## config.mk

```make
export PLATFORM = sky130hd
export DESIGN_NAME = tbpr_shade_flat
export DESIGN_NICKNAME = d
export VERILOG_FILES = /design/src/hdl/tbpr_pkg.sv /design/src/hdl/tbpr_channels.sv /design/src/hdl/tbpr_shade.sv /design/src/flat_wrapper.sv
export SDC_FILE = /design/constraint.sdc
export NUM_CORES = 1
export LEC_CHECK = 0
export ABC_AREA = 1
export BUFFER_PORTS_ARGS = -buffer_cell sky130_fd_sc_hd__clkbuf_2
export CAP_MARGIN = 20
export CORE_AREA = 2 2 39 41
export DETAILED_ROUTE_END_ITERATION = 8
export DIE_AREA = 0 0 41 43
export PLACE_DENSITY = 0.65
export SLEW_MARGIN = 20
export SYNTH_ARGS = -nofsm -noshare
export SYNTH_HDL_FRONTEND = slang
export SYNTH_SLANG_ARGS = --single-unit
```

## constraint.sdc

```tcl
create_clock -name i_clk -period 1.6 [get_ports i_clk]
set_input_delay 0.08 -clock i_clk [delete_from_list [all_inputs] [get_ports i_clk]]
set_output_delay 0.08 -clock i_clk [all_outputs]
set_load 0.005 [all_outputs]
```

## src/hdl/tbpr_pkg.sv

```systemverilog
// ----------------------------------------------------------------------------
// tbpr_pkg
// shared constants, codes and types of the tile background pixel renderer
// ----------------------------------------------------------------------------
`default_nettype none

package tbpr_pkg;

    localparam int MAP_WIDTH_DEF     = 32;
    localparam int MAP_HEIGHT_DEF    = 32;
    localparam int TILE_COUNT_DEF    = 1024;
    localparam int SCREEN_WIDTH_DEF  = 160;
    localparam int SCREEN_HEIGHT_DEF = 144;

    localparam int REMAP_DEPTH    = 1024;
    localparam int BYTES_PER_TILE = 16;

    localparam int KIND_W  = 2;
    localparam int ADDR_W  = 14;
    localparam int VALUE_W = 10;
    localparam int COORD_W = 8;
    localparam int SHADE_W = 8;
    localparam int CI_W    = 2;
    localparam int PAL_W   = 8;

    localparam logic [PAL_W-1:0] PALETTE_RESET = 8'hE4;

    typedef enum logic [KIND_W-1:0] {
        KIND_MAP    = 2'd0,
        KIND_REMAP  = 2'd1,
        KIND_PIXELS = 2'd2,
        KIND_RENDER = 2'd3
    } t_kind;

    typedef struct packed {
        logic            load;
        logic            tile_ok;
        logic [1:0]      lane;
    } t_pix_load;

    function automatic logic [SHADE_W-1:0] shade_of(input logic [1:0] sel);
        logic [SHADE_W-1:0] s;
        case (sel)
            2'd0:    s = 8'd255;
            2'd1:    s = 8'd170;
            2'd2:    s = 8'd85;
            2'd3:    s = 8'd0;
            default: s = 8'd255;
        endcase
        return s;
    endfunction

endpackage

`default_nettype wire

```

## src/hdl/tbpr_channels.sv

```systemverilog
// ----------------------------------------------------------------------------
// tbpr channels
// valid/ready channels for requests, results and the palette register
// ----------------------------------------------------------------------------
`default_nettype none


interface tbpr_res_if import tbpr_pkg::*; ();
    logic               valid;
    logic               ready;
    logic [SHADE_W-1:0] shade;
    logic [CI_W-1:0]    pix_code;

    modport source (output valid, shade, pix_code, input ready);
    modport sink   (input valid, shade, pix_code, output ready);
endinterface


`default_nettype wire

```

## src/hdl/tbpr_shade.sv

```systemverilog
// ----------------------------------------------------------------------------
// tbpr_shade
// picks the color index from the fetched tile byte, maps it through the
// palette and holds the result until the sink takes it
// ----------------------------------------------------------------------------
`default_nettype none

module tbpr_shade import tbpr_pkg::*; (
    input  wire logic             i_clk,
    input  wire logic             i_rst_n,
    input  wire t_pix_load        i_ld,
    input  wire logic [7:0]       i_pix_byte,
    input  wire logic [PAL_W-1:0] i_palette,
    output logic                  o_full,
    tbpr_res_if.source            o_res
);

    logic               r_valid;
    logic               n_valid;
    logic [SHADE_W-1:0] r_shade;
    logic [CI_W-1:0]    r_ci;
    logic [CI_W-1:0]    ci;
    logic [1:0]         sel;

    always_comb begin
        ci  = i_ld.tile_ok ? i_pix_byte[{i_ld.lane, 1'b0} +: CI_W] : '0;
        sel = i_palette[{ci, 1'b0} +: 2];
    end

    always_comb begin
        n_valid = r_valid;
        if (o_res.ready) begin
            n_valid = 1'b0;
        end
        if (i_ld.load) begin
            n_valid = 1'b1;
        end
    end

    always_ff @(posedge i_clk) begin
        if (!i_rst_n) begin
            r_valid <= 1'b0;
        end else begin
            r_valid <= n_valid;
        end
        if (i_ld.load) begin
            r_shade <= shade_of(sel);
            r_ci    <= ci;
        end
    end

    assign o_full         = r_valid && !o_res.ready;
    assign o_res.valid    = r_valid;
    assign o_res.shade    = r_shade;
    assign o_res.pix_code = r_ci;

    // a new pixel never overwrites one the sink has not taken
    a_no_overwrite: assert property (@(posedge i_clk) disable iff (!i_rst_n)
        i_ld.load |-> !(r_valid && !o_res.ready))
        else $error("pixel loaded over a pending result");

    a_hold_stalled: assert property (@(posedge i_clk) disable iff (!i_rst_n)
        o_res.valid && !o_res.ready |=>
            o_res.valid && $stable(o_res.shade) && $stable(o_res.pix_code))
        else $error("stalled result changed");

    a_load_valid: assert property (@(posedge i_clk) disable iff (!i_rst_n)
        i_ld.load |=> o_res.valid)
        else $error("loaded pixel not presented");

endmodule

`default_nettype wire

```

## src/flat_wrapper.sv

```systemverilog
// flat-port wrapper written by rule: the top's interface ports become plain ports
module tbpr_shade_flat import tbpr_pkg::*;
  (i_clk, i_rst_n, i_ld, i_pix_byte, i_palette, o_full, o_res_valid, o_res_shade, o_res_pix_code, o_res_ready);
  tbpr_res_if o_res_i ();
  input  wire logic i_clk;
  input  wire logic i_rst_n;
  input  wire t_pix_load i_ld;
  input  wire logic [7:0] i_pix_byte;
  input  wire logic [PAL_W-1:0] i_palette;
  output logic o_full;
  output wire logic [$bits(o_res_i.valid)-1:0] o_res_valid;
  output wire logic [$bits(o_res_i.shade)-1:0] o_res_shade;
  output wire logic [$bits(o_res_i.pix_code)-1:0] o_res_pix_code;
  input wire logic [$bits(o_res_i.ready)-1:0] o_res_ready;
  assign o_res_valid = o_res_i.valid;
  assign o_res_shade = o_res_i.shade;
  assign o_res_pix_code = o_res_i.pix_code;
  assign o_res_i.ready = o_res_ready;
  tbpr_shade u_core (.i_clk(i_clk), .i_rst_n(i_rst_n), .i_ld(i_ld), .i_pix_byte(i_pix_byte), .i_palette(i_palette), .o_full(o_full), .o_res(o_res_i));
endmodule
```

== Word-level counts from Yosys, hierarchy flattened ==
Index checks and enable logic that the tools add are counted.
Cells by class
  equal/unequal tests: 3
  shifts and indexed selects: 2
  muxes and demuxes: 4
  reductions and logical operators: 4
Operator list (count)
  $pmux W8 S4: 1
  $shiftx A8 B4 Y2: 2
  $eq A2 B2 Y1 const B: 2
  $eq A2 B1 Y1 const B: 1
  $logic_not A2 Y1: 1
  $mux W1: 2
  $mux W2: 1
  $reduce_bool A2 Y1: 1
  $logic_and A1 B1 Y1: 1
  $logic_not A1 Y1: 1
Word-level totals
  register bits: 11
  bits of input ports: 23
  output and inout bits: 12
  logic and storage cells: 16

== Longest topological paths before layout ==
  depth in word-level cells: 5
  depth in mapped cells: 9
  depth with buffers taken out: 9

== Worst setup path before layout ==
No wires, ideal clock.
  path kind: input to register
  start point: in i_ld[0] (netlist bit)
  end point: reg u_core.r_shade[6] (netlist: u_core.o_res.shade[6]), data pin
  library setup time: 0.253 ns
  data arrival time: 0.537 ns
  required time: 1.347 ns
  slack: 0.810 ns
  cell stages on the path: 7
  path buffers: 0
  cell sequence: inv_2 -> nand2_1 -> nand3_4 -> nand3_2 -> nand2_1 -> nand3_1 -> nand2_1
Between the ends
  word-level cells in the longest chain between the ends: 5
  elaborated cells between the ends (all ways): 8
  classes of those cells: eq/ne: 3; shift: 2; mux: 2; reduce/logical: 1
Ends and longest elaborated chain
  from (decl): RTL line flat_wrapper.sv:7  | input wire t_pix_load i_ld;
  $shiftx A8 B4 Y2 (*): RTL line tbpr_shade.sv:26  | ci = i_ld.tile_ok ? i_pix_byte[{i_ld.lane, 1'b0} +: CI_W] : '0;
  $mux W2 (*): RTL line tbpr_shade.sv:26
  $shiftx A8 B4 Y2 (*): RTL line tbpr_shade.sv:27  | sel = i_palette[{ci, 1'b0} +: 2];
  $eq A2 B2 Y1, or another cell as far along: RTL line tbpr_pkg.sv:43  | case (sel)
  $pmux W8 S4 (*): RTL line tbpr_pkg.sv:43
  to (signal assigned): RTL line tbpr_shade.sv:47  | r_shade <= shade_of(sel);
  to (decl): RTL line tbpr_shade.sv:20  | logic [SHADE_W-1:0] r_shade;
Every way passes the cells marked *; elsewhere a longest branch is shown, timed or not.
A chain may end at the register's enable or synchronous reset.

== Final worst setup path ==
  start point: reg u_core.r_valid (netlist: u_core.o_res.valid)
  end point: out o_full
Between the ends
  word-level cells in the longest chain between the ends: 1
Ends and longest elaborated chain
  from (decl): RTL line tbpr_shade.sv:18  | logic r_valid;
  from (signal assigned): RTL line tbpr_shade.sv:44  | r_valid <= n_valid;
  $logic_and A1 B1 Y1: RTL line tbpr_shade.sv:52  | assign o_full = r_valid && !o_res.ready;
  to (decl): RTL line flat_wrapper.sv:10  | output logic o_full;
No other way between the ends.

==> metrics <==
I/O pin count 35; outcome complete, no violations; Crit. Startpoint u_core.o_res.valid; H-tree depth 1; post-synth cell types 12; Worst R2R Start u_core.o_res.valid; Die Wd approximately 40 µm; drt total wl 777 µm; IO buf count 34; Syn Inst Count 54; largest net degree at the start of global routing 7; Max-slew headroom 0.913; YS warnings 0; CTS tree done; area leader, netlist edfxtp_1; Setup WS pre-CTS ~0.58 ns; #FFs+latches synth 5; Worst Path Required 1.52 ns; most frequent cells in the layout clkbuf_2 (34), nand2_1 (21), inv_1 (6); Pins Over Slew Limit 0; residual DRC count 0; CP Cell Sequence inv_1 > nor2_1 > clkbuf_2; leak pwr about 0.34 nW; DR iter-0 viols 1; WHS roughly 0.055 ns; CP max FO 2; top cell type's share of synthesized area 0.307; Setup crit end kind primary output; commonest non-fill, non-tap cell in the layout clkbuf_2; RSZ-0062 raised after global routing no; Clock Latency Late Sink 0.23 ns; fraction of final layout cells sized beyond drive strength 1 0.500; Crit path max-delay family flip-flops; Nets 110; starting density of the core 0.283; Die ar. about 0.0018 mm²; worst path bufs/invs 2; Max Clk Rate roughly 1100 MHz; Multi-input gate area 173 µm²; Worst path depth 3; CTS Root Cell clkbuf_4; Crit path arrival time ~0.83 ns; setup slack after layout 0.686 ns; startpoint types register; slew at the pin closest to its max-slew limit between 0.1 and 0.15 ns; Clk pin slew, worst setup/hold paths 0.04 ns; Routed WL per cell between 7 and 8 µm; number of global-route vias before repair approximately 330; r2r endpoint u_core.o_res.valid; Setup Total Neg Slack 0 ns; DIE HEIGHT 43 µm; Tot Pwr roughly 0.00042 W; gpl congestion 0.751; # hold bufs at CTS 0; GRT overflow 0; area grow syn2layout 43.8%; # rows 14; slowest stage delay, CP around 0.32 ns; # resized after CTS 0; Power Density roughly 740 mW/mm²; post-route cell area 563 µm²; antenna cells 0; clk_skew 0 ns; DRT antenna net count 0; # fillers 143; Crit Path Class register to primary output; # clock sinks 5; via density per instance 4.16; FF/Latch Area between 100 and 150 µm²; clock tree buffer depth 2; Tot GR Track Use 0.0938; sequential fraction of the synthesis area 0.358; Final min period about 0.91 ns; HP Class primary input to register; Post-CTS Setup Repair Bufs 0; flop-to-flop setup slack ~0.95 ns; crit path capture o_full; Max Cap Viol 0; final hold viol count 0; first-pass GRT wire length between 1 and 1.5 mm; first drt pass iteration count 2; CP max stage cell dfxtp_1; vias after detailed routing between 400 and 500; clock buffer count from CTS 3; final setup violation count 0; Mapped Area between 300 and 400 µm²; Net Count, Synth 77; period utilization 0.571; initial antenna violation count 0; Max VDD drop about 280 µV; Core Region ~0.0014 mm²; Cell Area, Placed between 500 and 600 µm²; Area contributors post-synth edfxtp_1 (31%), nand2_1 (20%), buf_4 (12%), nand4_1 (6.4%), inv_1 (5.8%); R2R depth 3; mean post-synth cell area a little over 7 µm²
==> metrics by stage <==
stage           util  cells
3_5_place_dp   0.388     98
4_1_cts        0.407    102
3_3_place_gp   0.388     98
5_1_grt        0.407    102
6_report       0.407    102
2_1_floorplan      -     54
==> cells in the mapped netlist, drive strengths merged <==
master   n
buf      6
dfxtp    1
edfxtp   4
inv      9
nand2   21
nand3    7
nand4    4
nor2     1
o21a     1
==> cell families (layout without fill, tap and decap cells) <==
group / count (synthesis) / after routing / share of synthesized area
flip-flops: 5 / 5 / 0.358
buffers and inverters: 15 / 47 / 0.201
AO/OA/AOI/OAI: 1 / 1 / 0.0192
AND/OR/NAND/NOR: 33 / 33 / 0.422
==> how the worst min path moves through the flow <==
stage          startpoint                  endpoint  slack, ns  cells past startpoint
3_3_place_gp      i_rst_n        u_core.o_res.valid       0.28                      2
6_report          i_rst_n        u_core.o_res.valid       0.05                      2
5_1_grt           i_rst_n        u_core.o_res.valid       0.07                      2
4_1_cts           i_rst_n        u_core.o_res.valid       0.05                      2
2_1_floorplan     i_ld[3]  u_core.o_res.pix_code[0]       0.19                      0
3_5_place_dp      i_rst_n        u_core.o_res.valid       0.29                      2
==> registers in the layout (all words and copies together) (netlist names) <==
register	count
u_core.o_res.shade	2
u_core.o_res.valid	1
u_core.o_res.pix_code	2
==> power breakdown <==
group          internal (W)  switching (W)  total [W]
Sequential         0.000157     0.00000717   0.000164
Clock             0.0000939      0.0000457   0.000140
Combinational     0.0000575      0.0000570   0.000114
Total              0.000308       0.000110   0.000418
==> cell type report <==
class	count	area share
Sequential cell	5	0.249
Inverter	9	0.0600
Multi-Input combinational cell	34	0.307
Tap cell	16	0.0356
Clock buffer	4	0.0467
Timing Repair Buffer	34	0.302
==> routing by layer <==
metal  GRT usage  share of wire
met4      0.0600              0
met5           0              0
met3     0.00524           0.11
met1       0.104           0.39
met2       0.159           0.51
Power figures use the tool's default switching activity.
